### src/ble_pkg.sv
// Package for the bounded line editor.
// Holds widths, byte codes, command and result codes and the command type.
// No dependencies.
package ble_pkg;

	localparam int BYTE_W = 8;
	localparam int CHAR_W = 7;
	localparam int CNT_W  = 6;
	localparam int KIND_W = 2;
	localparam int OP_W   = 2;

	localparam logic [BYTE_W-1:0] CH_BS    = 8'd8;
	localparam logic [BYTE_W-1:0] CH_LF    = 8'd10;
	localparam logic [BYTE_W-1:0] CH_CR    = 8'd13;
	localparam logic [BYTE_W-1:0] CH_SPACE = 8'd32;
	localparam logic [BYTE_W-1:0] CH_TILDE = 8'd126;
	localparam logic [BYTE_W-1:0] CH_DEL   = 8'd127;

	localparam logic [KIND_W-1:0] KIND_ECHO = 2'd0;
	localparam logic [KIND_W-1:0] KIND_CHAR = 2'd1;
	localparam logic [KIND_W-1:0] KIND_END  = 2'd2;

	localparam logic [OP_W-1:0] OP_PRINT = 2'd0;
	localparam logic [OP_W-1:0] OP_BS    = 2'd1;
	localparam logic [OP_W-1:0] OP_ENTER = 2'd2;

	localparam logic [CNT_W-1:0] MAX_LEN_RESET = 6'd32;

	typedef struct packed {
		logic [OP_W-1:0]   op;
		logic [CHAR_W-1:0] data;
		logic [CNT_W-1:0]  count;
	} cmd_t;

endpackage

### src/ble_rx_if.sv
// Input channel of the bounded line editor: one raw keyboard byte per request.
// Depends on ble_pkg.
interface ble_rx_if;
	logic                       valid;
	logic                       ready;
	logic [ble_pkg::BYTE_W-1:0] rx_byte;

	modport source (output valid, output rx_byte, input ready);
	modport sink (input valid, input rx_byte, output ready);
endinterface

### src/ble_res_if.sv
// Result channel of the bounded line editor: one echo, line character or end item per request.
// Depends on ble_pkg.
interface ble_res_if;
	logic                       valid;
	logic                       ready;
	logic [ble_pkg::KIND_W-1:0] out_kind;
	logic [ble_pkg::BYTE_W-1:0] out_byte;
	logic [ble_pkg::CNT_W-1:0]  line_length;
	logic                       last;

	modport source (output valid, output out_kind, output out_byte, output line_length,
		output last, input ready);
	modport sink (input valid, input out_kind, input out_byte, input line_length,
		input last, output ready);
endinterface

### src/bounded_line_editor.sv
// Bounded line editor top level: front end, two-entry command queue, back end.
// A byte that yields a command enters the queue at the edge that accepts it; with the back end
// free its echo or end result is registered at the next edge, while a non-empty line's first
// character is first read from the line store into a register. Echo results come one per cycle,
// and Enter reads the line store at one character per cycle, while the result channel is ready.
// Asynchronous active-low reset empties the line, the queue and the output and sets the
// length limit to 32; the line store itself is not cleared. Depends on ble_pkg and the interfaces.
module bounded_line_editor #(
	parameter int LINE_DEPTH = 32
) (
	input  logic                      clk,
	input  logic                      arst_n,
	input  logic                      cfg_we,
	input  logic [ble_pkg::CNT_W-1:0] cfg_wdata,
	ble_rx_if.sink                    rx,
	ble_res_if.source                 res
);
	import ble_pkg::*;

	logic push_valid;
	logic push_ready;
	cmd_t push_cmd;
	logic q_valid;
	logic q_pop;
	cmd_t q_cmd;

	ble_front #(
		.LINE_DEPTH(LINE_DEPTH)
	) u_front (
		.clk       (clk),
		.arst_n    (arst_n),
		.cfg_we    (cfg_we),
		.cfg_wdata (cfg_wdata),
		.rx        (rx),
		.push_valid(push_valid),
		.push_cmd  (push_cmd),
		.push_ready(push_ready)
	);

	ble_queue u_queue (
		.clk       (clk),
		.arst_n    (arst_n),
		.push_valid(push_valid),
		.push_cmd  (push_cmd),
		.push_ready(push_ready),
		.pop_valid (q_valid),
		.pop_cmd   (q_cmd),
		.pop       (q_pop)
	);

	ble_back #(
		.LINE_DEPTH(LINE_DEPTH)
	) u_back (
		.clk    (clk),
		.arst_n (arst_n),
		.q_valid(q_valid),
		.q_cmd  (q_cmd),
		.q_pop  (q_pop),
		.res    (res)
	);
endmodule

### src/ble_front.sv
// Front end of the bounded line editor: accepts keyboard bytes, turns each byte it acts on into a
// command, and tracks the character count and the length limit. Depends on ble_pkg, ble_rx_if.
module ble_front #(
	parameter int LINE_DEPTH = 32
) (
	input  logic                      clk,
	input  logic                      arst_n,
	input  logic                      cfg_we,
	input  logic [ble_pkg::CNT_W-1:0] cfg_wdata,
	ble_rx_if.sink                    rx,
	output logic                      push_valid,
	output ble_pkg::cmd_t             push_cmd,
	input  logic                      push_ready
);
	import ble_pkg::*;

	localparam logic [CNT_W-1:0] DEPTH_C = CNT_W'(LINE_DEPTH);

	logic [CNT_W-1:0]  max_len_q;
	logic [CNT_W-1:0]  count_q;
	logic [BYTE_W-1:0] b;
	logic              accept;
	logic              is_enter;
	logic              is_bs;
	logic              is_print;
	logic              has_room;

	assign rx.ready = push_ready;
	assign accept   = rx.valid && rx.ready;
	assign b        = rx.rx_byte;
	assign is_enter = (b == CH_LF) || (b == CH_CR);
	assign is_bs    = (b == CH_BS) || (b == CH_DEL);
	assign is_print = b inside {[CH_SPACE:CH_TILDE]};
	assign has_room = (count_q < max_len_q) && (count_q < DEPTH_C);

	always_comb begin
		push_valid     = 1'b0;
		push_cmd.op    = OP_ENTER;
		push_cmd.data  = b[CHAR_W-1:0];
		push_cmd.count = count_q;
		if (accept) begin
			if (is_enter) begin
				push_valid = 1'b1;
			end else if (is_bs && (count_q != '0)) begin
				push_valid  = 1'b1;
				push_cmd.op = OP_BS;
			end else if (is_print && has_room) begin
				push_valid  = 1'b1;
				push_cmd.op = OP_PRINT;
			end
		end
	end

	always_ff @(posedge clk or negedge arst_n) begin
		if (!arst_n) begin
			max_len_q <= MAX_LEN_RESET;
			count_q   <= '0;
		end else begin
			if (cfg_we) begin
				max_len_q <= cfg_wdata;
			end
			if (accept) begin
				if (is_enter) begin
					count_q <= '0;
				end else if (is_bs && (count_q != '0)) begin
					count_q <= count_q - 1'b1;
				end else if (is_print && has_room) begin
					count_q <= count_q + 1'b1;
				end
			end
		end
	end
endmodule

### src/ble_queue.sv
// Two-entry command queue between the front and back ends of the line editor.
// Depends on ble_pkg.
module ble_queue (
	input  logic          clk,
	input  logic          arst_n,
	input  logic          push_valid,
	input  ble_pkg::cmd_t push_cmd,
	output logic          push_ready,
	output logic          pop_valid,
	output ble_pkg::cmd_t pop_cmd,
	input  logic          pop
);
	import ble_pkg::*;

	cmd_t       entry_q [2];
	logic       wr_ptr_q;
	logic       rd_ptr_q;
	logic [1:0] fill_q;
	logic       do_push;
	logic       do_pop;

	assign push_ready = (fill_q != 2'd2);
	assign pop_valid  = (fill_q != 2'd0);
	assign pop_cmd    = entry_q[rd_ptr_q];
	assign do_push    = push_valid && push_ready;
	assign do_pop     = pop && pop_valid;

	always_ff @(posedge clk) begin
		if (do_push) begin
			entry_q[wr_ptr_q] <= push_cmd;
		end
	end

	always_ff @(posedge clk or negedge arst_n) begin
		if (!arst_n) begin
			wr_ptr_q <= 1'b0;
			rd_ptr_q <= 1'b0;
			fill_q   <= 2'd0;
		end else begin
			if (do_push) begin
				wr_ptr_q <= ~wr_ptr_q;
			end
			if (do_pop) begin
				rd_ptr_q <= ~rd_ptr_q;
			end
			if (do_push && !do_pop) begin
				fill_q <= fill_q + 2'd1;
			end else if (do_pop && !do_push) begin
				fill_q <= fill_q - 2'd1;
			end
		end
	end
endmodule

### src/ble_back.sv
// Back end of the line editor: holds the line store, carries out queued commands and
// drives the registered result channel. Depends on ble_pkg, ble_res_if.
module ble_back #(
	parameter int LINE_DEPTH = 32
) (
	input  logic          clk,
	input  logic          arst_n,
	input  logic          q_valid,
	input  ble_pkg::cmd_t q_cmd,
	output logic          q_pop,
	ble_res_if.source     res
);
	import ble_pkg::*;

	localparam int IDX_W = (LINE_DEPTH > 1) ? $clog2(LINE_DEPTH) : 1;
	localparam logic [CNT_W-1:0] DEPTH_C = CNT_W'(LINE_DEPTH);

	localparam logic [2:0] ST_IDLE = 3'd0;
	localparam logic [2:0] ST_BS2  = 3'd1;
	localparam logic [2:0] ST_BS3  = 3'd2;
	localparam logic [2:0] ST_CHAR = 3'd3;
	localparam logic [2:0] ST_END  = 3'd4;

	logic [CHAR_W-1:0] mem_q [LINE_DEPTH];
	logic [CHAR_W-1:0] rd_data_q;
	logic [IDX_W-1:0]  rd_addr;
	logic [2:0]        state_q;
	logic [2:0]        state_d;
	logic [CNT_W-1:0]  idx_q;
	logic [CNT_W-1:0]  idx_d;
	logic [CNT_W-1:0]  len_q;
	logic [CNT_W-1:0]  len_d;
	logic              adv;
	logic              load;
	logic [KIND_W-1:0] kind_d;
	logic [BYTE_W-1:0] byte_d;
	logic [CNT_W-1:0]  olen_d;
	logic              last_d;
	logic              out_valid_q;
	logic [KIND_W-1:0] out_kind_q;
	logic [BYTE_W-1:0] out_byte_q;
	logic [CNT_W-1:0]  out_len_q;
	logic              out_last_q;

	assign adv = !out_valid_q || res.ready;

	always_comb begin
		q_pop   = 1'b0;
		load    = 1'b0;
		kind_d  = KIND_ECHO;
		byte_d  = CH_BS;
		olen_d  = '0;
		last_d  = 1'b0;
		state_d = state_q;
		idx_d   = idx_q;
		len_d   = len_q;
		case (state_q)
			ST_IDLE: begin
				if (adv && q_valid) begin
					q_pop = 1'b1;
					case (q_cmd.op)
						OP_PRINT: begin
							load   = 1'b1;
							byte_d = {1'b0, q_cmd.data};
							last_d = 1'b1;
						end
						OP_BS: begin
							load    = 1'b1;
							state_d = ST_BS2;
						end
						OP_ENTER: begin
							if (q_cmd.count == '0) begin
								load   = 1'b1;
								kind_d = KIND_END;
								byte_d = CH_LF;
								last_d = 1'b1;
							end else begin
								state_d = ST_CHAR;
								idx_d   = '0;
								len_d   = q_cmd.count;
							end
						end
						default: begin
						end
					endcase
				end
			end
			ST_BS2: begin
				if (adv) begin
					load    = 1'b1;
					byte_d  = CH_SPACE;
					state_d = ST_BS3;
				end
			end
			ST_BS3: begin
				if (adv) begin
					load    = 1'b1;
					last_d  = 1'b1;
					state_d = ST_IDLE;
				end
			end
			ST_CHAR: begin
				if (adv) begin
					load   = 1'b1;
					kind_d = KIND_CHAR;
					byte_d = {1'b0, rd_data_q};
					idx_d  = idx_q + 1'b1;
					if (idx_d == len_q) begin
						state_d = ST_END;
					end
				end
			end
			ST_END: begin
				if (adv) begin
					load    = 1'b1;
					kind_d  = KIND_END;
					byte_d  = CH_LF;
					olen_d  = len_q;
					last_d  = 1'b1;
					state_d = ST_IDLE;
				end
			end
			default: begin
				state_d = ST_IDLE;
			end
		endcase
	end

	always_comb begin
		rd_addr = '0;
		if ((state_d == ST_CHAR) && (idx_d < DEPTH_C)) begin
			rd_addr = idx_d[IDX_W-1:0];
		end
	end

	always_ff @(posedge clk) begin
		if (q_pop && (q_cmd.op == OP_PRINT)) begin
			mem_q[q_cmd.count[IDX_W-1:0]] <= q_cmd.data;
		end
		rd_data_q <= mem_q[rd_addr];
		idx_q     <= idx_d;
		len_q     <= len_d;
		if (load) begin
			out_kind_q <= kind_d;
			out_byte_q <= byte_d;
			out_len_q  <= olen_d;
			out_last_q <= last_d;
		end
	end

	always_ff @(posedge clk or negedge arst_n) begin
		if (!arst_n) begin
			state_q     <= ST_IDLE;
			out_valid_q <= 1'b0;
		end else begin
			state_q <= state_d;
			if (load) begin
				out_valid_q <= 1'b1;
			end else if (res.ready) begin
				out_valid_q <= 1'b0;
			end
		end
	end

	assign res.valid       = out_valid_q;
	assign res.out_kind    = out_kind_q;
	assign res.out_byte    = out_byte_q;
	assign res.line_length = out_len_q;
	assign res.last        = out_last_q;
endmodule
### src/flat_wrapper.sv
// flat-port wrapper written by rule: the top's interface ports become plain ports
module bounded_line_editor_flat import ble_pkg::*;
#(
	parameter int LINE_DEPTH = 32
)
  (clk, arst_n, cfg_we, cfg_wdata, rx_valid, rx_rx_byte, rx_ready, res_valid, res_out_kind, res_out_byte, res_line_length, res_last, res_ready);
  ble_rx_if rx_i ();
  ble_res_if res_i ();
  input  logic clk;
  input  logic arst_n;
  input  logic cfg_we;
  input  logic [ble_pkg::CNT_W-1:0] cfg_wdata;
  input wire logic [$bits(rx_i.valid)-1:0] rx_valid;
  input wire logic [$bits(rx_i.rx_byte)-1:0] rx_rx_byte;
  output wire logic [$bits(rx_i.ready)-1:0] rx_ready;
  output wire logic [$bits(res_i.valid)-1:0] res_valid;
  output wire logic [$bits(res_i.out_kind)-1:0] res_out_kind;
  output wire logic [$bits(res_i.out_byte)-1:0] res_out_byte;
  output wire logic [$bits(res_i.line_length)-1:0] res_line_length;
  output wire logic [$bits(res_i.last)-1:0] res_last;
  input wire logic [$bits(res_i.ready)-1:0] res_ready;
  assign rx_i.valid = rx_valid;
  assign rx_i.rx_byte = rx_rx_byte;
  assign rx_ready = rx_i.ready;
  assign res_valid = res_i.valid;
  assign res_out_kind = res_i.out_kind;
  assign res_out_byte = res_i.out_byte;
  assign res_line_length = res_i.line_length;
  assign res_last = res_i.last;
  assign res_i.ready = res_ready;
  bounded_line_editor #(.LINE_DEPTH(LINE_DEPTH)) u_core (.clk(clk), .arst_n(arst_n), .cfg_we(cfg_we), .cfg_wdata(cfg_wdata), .rx(rx_i), .res(res_i));
endmodule
### config.mk
export PLATFORM = sky130hd
export DESIGN_NAME = bounded_line_editor_flat
export DESIGN_NICKNAME = d
export VERILOG_FILES = /design/src/ble_pkg.sv /design/src/ble_rx_if.sv /design/src/ble_res_if.sv /design/src/bounded_line_editor.sv /design/src/ble_front.sv /design/src/ble_queue.sv /design/src/ble_back.sv /design/src/flat_wrapper.sv
export SDC_FILE = /design/constraint.sdc
export NUM_CORES = 1
export LEC_CHECK = 0
export ABC_AREA = 1
export BUFFER_PORTS_ARGS = -buffer_cell sky130_fd_sc_hd__buf_4
export CAP_MARGIN = 20
export CORE_MARGIN = 5
export CORE_UTILIZATION = 65
export DETAILED_ROUTE_END_ITERATION = 7
export GPL_TIMING_DRIVEN = 0
export MAX_ROUTING_LAYER = met4
export PLACE_DENSITY_LB_ADDON = 0.2
export SLEW_MARGIN = 10
export SYNTH_ARGS = -nofsm -noshare
export SYNTH_HDL_FRONTEND = slang
export SYNTH_SLANG_ARGS = --single-unit
### constraint.sdc
create_clock -name clk -period 7.18 [get_ports clk]
set_input_delay 0.359 -clock clk [delete_from_list [all_inputs] [get_ports clk]]
set_output_delay 0.359 -clock clk [all_outputs]
set_load 0.005 [all_outputs]
### Word level (Yosys, flattened, before mapping)

Memories as Yosys holds them, arrays and structs flattened. A register that Yosys moved wholly into a read port is not among the register bits.
Cells that the tools add are included.

* register bits after elaboration: 49
* memory bits (writable): 254
* input bits: 19
* output and inout bits: 19
* logic and storage cells: 129
* memories: 2

Memories
* u_core.u_back.mem_q: depth 32, bits a word 7, read ports 1, clocked after memory_dff 1, write ports 1, RTL line ble_back.sv:24 `logic [CHAR_W-1:0] mem_q [LINE_DEPTH];`
* u_core.u_queue.entry_q: depth 2, bits a word 15, read ports 1, clocked after memory_dff 0, write ports 1, RTL line ble_queue.sv:15 `cmd_t entry_q [2];`

* add/sub/neg operators: 5
* order comparisons: 5
* eq/ne operators: 13
* multiplexer cells: 56
* bitwise logic cells: 3
* reduce and logical (&&, ||, !) cells: 32

Operators by type and width (number)
* 2-to-1 mux 6 bit: 8
* case mux 7 bit (4 select lines): 1
* == test 8 x 4 -> 1 bit (second input constant): 3
* 2-to-1 mux 2 bit: 12
* 2-to-1 mux 3 bit: 6
* 2-to-1 mux 1 bit: 17
* 2-to-1 mux 7 bit: 2
* case mux 7 bit (2 select lines): 1
* adder 6 x 1 -> 6 bit (second input constant): 2
* logical AND 1 bit: 12
* less-than comparator 6 bit (second input constant): 2
* case mux 3 bit (4 select lines): 1
* case mux 6 bit (2 select lines): 1
* == test 3 x 2 -> 1 bit (second input constant): 3
* == test 8 x 7 -> 1 bit (second input constant): 1
* greater-or-equal comparator 8 x 6 -> 1 bit (second input constant): 1
* less-or-equal comparator 8 x 7 -> 1 bit (second input constant): 1
* case mux 1 bit (2 select lines): 4
* == test 6 bit: 1
* logical NOT 6 bit: 1
* less-than comparator 6 bit: 1
* case mux 2 bit (3 select lines): 1
* case mux 3 bit (2 select lines): 1
* nonzero test 2 bit: 3
* 20 further kinds: 28

### Longest topological paths before layout

* word-level depth: 12
* depth in mapped cells: 22
* gate-level depth less buffers: 20

### Hierarchy

A second synthesis with hierarchy kept.

* cells, all modules: 1476
* area total of the unflattened synthesis: 14607.8 um^2

By module, submodules not included
* ble_back: times used 1, cells an instance 1221, area each 12176.7 um^2, sequential area each 7747.4 um^2
* ble_queue: times used 1, cells an instance 107, area each 1363.8 um^2, sequential area each 1001.0 um^2
* ble_front: times used 1, cells an instance 148, area each 1067.3 um^2, sequential area each 301.5 um^2

### Least setup slack after synthesis

No wires, ideal clock.

* kind: reg2reg
* from: register u_core.u_queue.rd_ptr_q
* to: register u_core.u_back.rd_data_q[3], read port of u_core.u_back.mem_q
* setup time: 0.113 ns
* data arrival time: 2.765 ns
* required time: 7.067 ns
* slack: 4.303 ns
* cell stages (with the launch flop): 21
* path buffers: 4
* clock period less this slack: 2.877 ns
* cells stage by stage: dfrtp_1 > buf_6 > inv_4 > buf_6 > or2_2 > o21ai_1 > ha_1 > inv_1 > nor2_1 > a21oi_1 > a21oi_2 > o21ai_2 > buf_6 > nand3_4 > inv_2 > buf_2 > nand3_1 > nand3_1 > nand2_1 > nand2_1 > nand2_1

* word-level cells in the longest chain between the ends: 9
* elaborated cells between the ends (all ways): 16
* those cells by class: order compare (1); eq/ne (3); mux (9); reduce/logical (2); memory (1)

RTL lines
* start: declaration: RTL line ble_queue.sv:17 `logic rd_ptr_q;`
* start signal: assignment: RTL line ble_queue.sv:44 `rd_ptr_q <= ~rd_ptr_q;`
* memory read (2 x 15 bit) (*)
* logical NOT 6 bit: RTL line ble_back.sv:72 `if (q_cmd.count == '0) begin`
* 2-to-1 mux 6 bit / 2-to-1 mux 3 bit (equally long branches): RTL line ble_back.sv:72
* 2-to-1 mux 6 bit / case mux 3 bit (2 select lines) (equally long branches): RTL line ble_back.sv:61 `case (q_cmd.op)`
* 2-to-1 mux 6 bit / 2-to-1 mux 3 bit (equally long branches): RTL line ble_back.sv:59 `if (adv && q_valid) begin`
* case mux 6 bit (2 select lines) / case mux 3 bit (4 select lines) (equally long branches): RTL line ble_back.sv:57 `case (state_q)`
* less-than comparator 6 bit / == test 3 x 2 -> 1 bit (equally long branches): RTL line ble_back.sv:131 `if ((state_d == ST_CHAR) && (idx_d < DEPTH_C)) begin`
* logical AND 1 bit: RTL line ble_back.sv:131
* 2-to-1 mux 5 bit (*): RTL line ble_back.sv:131
* end: declaration: RTL line ble_back.sv:25 `logic [CHAR_W-1:0] rd_data_q;`

Every way passes the cells marked *; elsewhere a longest branch is shown, timed or not.
A chain may end at the register's enable or synchronous reset.

### Worst setup path after layout

* from: register u_core.u_queue.rd_ptr_q
* to: memory u_core.u_back.mem_q[23][3] (enable)

* word-level cells in the longest chain between the ends: 5

RTL lines
* memory read (2 x 15 bit) (*)
* logical NOT 2 bit: RTL line ble_back.sv:137 `if (q_pop && (q_cmd.op == OP_PRINT)) begin`
* logical AND 1 bit: RTL line ble_back.sv:137
* 2-to-1 mux 1 bit: RTL line ble_back.sv:137
* 2-to-1 mux 1 bit (not written as such): RTL line ble_back.sv:138 `mem_q[q_cmd.count[IDX_W-1:0]] <= q_cmd.data;`
* end: declaration: RTL line ble_back.sv:24

Marked as above.

==> impl_metrics.json <==
{
  "num-fill-cells": 1469,
  "cts_max_path_buffers": 3,
  "place_ws_ns": 3.38,
  "cts_buffers": 31,
  "drc": 0,
  "seqCellArea_mm2": 0.00905,
  "outcome": "complete, no violations",
  "area_growth_pct": 12.9,
  "die_y_um": 158,
  "drt_wl_total_um": 36200,
  "path_clk_slew_ns": 0.06,
  "p_leak_nw": 6.74,
  "dr.pass1.iters": 8,
  "worstSetupPathType": "reg -> reg",
  "ctsHtreeMaxLevel": 1,
  "worst_pin_slew_ns": 0.867,
  "setup_viol": 0,
  "drv_slew": 0,
  "arrival_ns": 4.06,
  "antenna_cells": 0,
  "wl_per_cell_um": 20.2,
  "hold_viol": 0,
  "fin_crit_ns": 3.86,
  "io_buffers": 36,
  "fin_ws_ns": 3.32,
  "yosysTopAreaCell": "edfxtp_1",
  "crit_fanout": 10,
  "ys_seq_area_share_pct": 63.6,
  "drive_gt1_share_pct": 13.7,
  "final_nets": 1517,
  "hold_class": "in -> reg",
  "cp.required_ns": 7.38,
  "initial_core_util_pct": 65.6,
  "skew_ns": 0.0167,
  "dpl.hpwl_um": 24400,
  "multi_input_area_mm2": 0.00394,
  "row_count": 54,
  "synth_nets": 1431,
  "synthCells": 1396,
  "powerDensity_mw_per_mm2": 347,
  "maxSlewHeadroom_pct": 42.0,
  "ctsResizeCount": 0,
  "cts.sinks": 309,
  "dieArea_mm2": 0.0250,
  "root_buffer": "clkbuf_16",
  "critPathCaptureType": "flip-flop",
  "finalCritPeriodShare_pct": 53.8,
  "synth.avg_cell_area_um2": 10.2,
  "avgViaCountPerCell": 5.85,
  "syn_area_mm2": 0.0142,
  "grt_pass1_wl_um": 56000,
  "insertion_delay_ns": 0.57,
  "cts_tree": "done",
  "grt_pass1_vias": 10300,
  "grt.overflow.total": 0,
  "fp.dieW_um": 158,
  "vdd_drop_max_uv": 284,
  "coreArea_mm2": 0.0217,
  "grt_max_degree": 34,
  "synthTopCellsByArea": "edfxtp_1 (58%), nand3_1 (6.3%), nand2_1 (6.2%), inv_1 (5.7%), nand4_1 (4.5%)",
  "ys_ff_latch": 309,
  "fmax_mhz": 259,
  "place_congestion": 0.954,
  "synth.top_cell.area_share_pct": 58.2,
  "ys_types": 47,
  "tns_ns": 0,
  "rsz0062_at_grt": "no",
  "antenna_found_initial": 0,
  "crit_path_start_kind": "flip-flop",
  "final_antenna_net_count": 0,
  "drt_iter0_markers": 1104,
  "grt_use_total_pct": 30.4,
  "num_io_pins": 38,
  "maxCapViolations": 0,
  "vias": 10400,
  "yosysWarnings": 0
}
==> critical path: stages (launching register included) <==
cell,delay (ns)
dfrtp_1,0.37
buf_6,0.14
clkbuf_1,0.23
o21ai_1,0.60
ha_1,0.27
inv_1,0.06
nor2_1,0.47
nand3_1,0.63
nor2_1,0.72
==> sequential cells by signal, indices dropped and copies added (netlist names) <==
register and cells:
u_core.u_queue.entry_q 30, u_core.u_queue.rd_ptr_q 1, u_core.u_front.count_q 6, u_core.u_back.idx_q 6
u_core.u_back.rd_data_q 7, u_core.u_queue.fill_q 2, u_core.u_back.state_q 3, u_core.u_queue.wr_ptr_q 1
u_core.u_back.res.out_kind 2, u_core.u_front.max_len_q 6, u_core.u_back.res.last 1, u_core.u_back.res.out_byte 7
u_core.u_back.len_q 6, u_core.u_back.mem_q 224, u_core.u_back.res.valid 1, u_core.u_back.res.line_length 6
==> layout by cell type, fill, tap and decap left out, types with 3 or more instances in the layout <==
cell type      instances
inv_2                  8
nand4_1              102
o21ai_1               11
dlygate4sd3_1         13
nand2_2               12
a21boi_0               3
nor2_4                 3
clkbuf_8               9
dfrtp_1               19
edfxtp_1             276
o21ai_0               24
a21oi_1               10
ha_1                  15
nand2_1              229
nor2_1               148
inv_1                215
xnor2_1                5
a32o_1                 4
nand3_2                4
o22ai_1                4
clkbuf_1              13
buf_4                 44
dfxtp_1               13
nand3_1              179
clkbuf_16             31
buf_6                  9
buf_2                 51
or2_2                 20
==> cell type report <==
| type | instances | share of cell area (%) |
|---|---|---|
| inverters | 224 | 5.25 |
| flip-flops and latches | 309 | 56.3 |
| well taps | 280 | 2.18 |
| multi-input cells | 794 | 24.5 |
| plain buffers | 69 | 2.53 |
| repair buffers | 53 | 2.97 |
| clock inverters | 6 | 0.374 |
| clock buffers | 51 | 5.85 |
==> final timing paths <==
kind	slack, ns	endpoint	from	depth (start not counted)
worst max-delay path	3.32	u_core.u_back.mem_q[23][3]$_DFFE_PP_	u_core.u_queue.rd_ptr_q$_DFFE_PN0P_	8
worst min register to register	0.51	u_core.u_queue.fill_q[0]$_DFFE_PN0P_	u_core.u_queue.fill_q[0]$_DFFE_PN0P_	1
min in group asynchronous	0.25	u_core.u_queue.fill_q[0]$_DFFE_PN0P_	arst_n	2
max in group asynchronous	6.65	u_core.u_front.max_len_q[5]$_DFFE_PN1P_	arst_n	2
worst max register to register	3.32	u_core.u_back.mem_q[23][3]$_DFFE_PP_	u_core.u_queue.rd_ptr_q$_DFFE_PN0P_	8
worst min-delay path	0.03	u_core.u_queue.entry_q[1][7]$_DFFE_PP_	rx_rx_byte[1]	1
==> routing by layer <==
layer / vias up / global-route usage, % / wire (µm)
met4: 0 / 11.8 / 1440
li1: 4897 / - / -
met1: 4855 / 40.8 / 14100
met5: - / - / 0
met3: 111 / 4.16 / 3610
met2: 585 / 48.0 / 17000
==> power by group <==
part | internal, mW | total (mW) | switching, mW
registers | 2.28 | 2.36 | 0.0772
clock network | 0.923 | 1.58 | 0.657
logic | 0.465 | 1.63 | 1.17
total | 3.67 | 5.57 | 1.90
==> per-stage QoR <==
step | instances | hold slack, ns | area (µm²) | utilization [%] | power (mW)
after floorplan | 1396 | 0.0634 | 14200 | - | 3.37
after global placement | 1712 | 0.261 | 14900 | 68.5 | 3.91
after detailed placement | 1716 | 0.262 | 14900 | 68.9 | 3.98
after CTS | 1786 | 0.00328 | 16100 | 74.1 | 5.55
after global routing | 1786 | 0.0161 | 16100 | 74.1 | 5.81
final | 1786 | 0.0256 | 16100 | 74.1 | 5.57
==> synthesized netlist by cell type (all sizes together) <==
cell type and count:
o2111ai 1, a21o 1, a2111oi 1, xnor2 5
buf 66, nand3 184, conb 1, nor2 153
a21oi 11, nand4 102, or2 20, xor2 1
clkbuf 3, o21ai 36, a32o 4, fa 1
o211ai 1, a31oi 2, o31ai 1, dfxtp 13
o21a 1, o22ai 4, nand3b 1, edfxtp 276
nand2 241, a21boi 4, dfstp 1, inv 224
dfrtp 19, a41oi 1, nor4 1, nor3 1
ha 15
==> cells by family after synthesis <==
family	count (synthesis)	share of synthesized area (%)
AND/OR/NAND/NOR	703	22.9
flip-flops	309	63.6
buffers and inverters	293	8.78
AO/OA/AOI/OAI	68	2.86
adder cells (fa/ha/maj)	16	1.46
XOR/XNOR	6	0.369
other	1	0.0264
==> timing repair <==
item | CTS | global route
hold endpoints to repair | 37 | 0
buffers inserted | 0 | 0
hold buffers | 13 | 0
(Power assumes the default switching activity.)
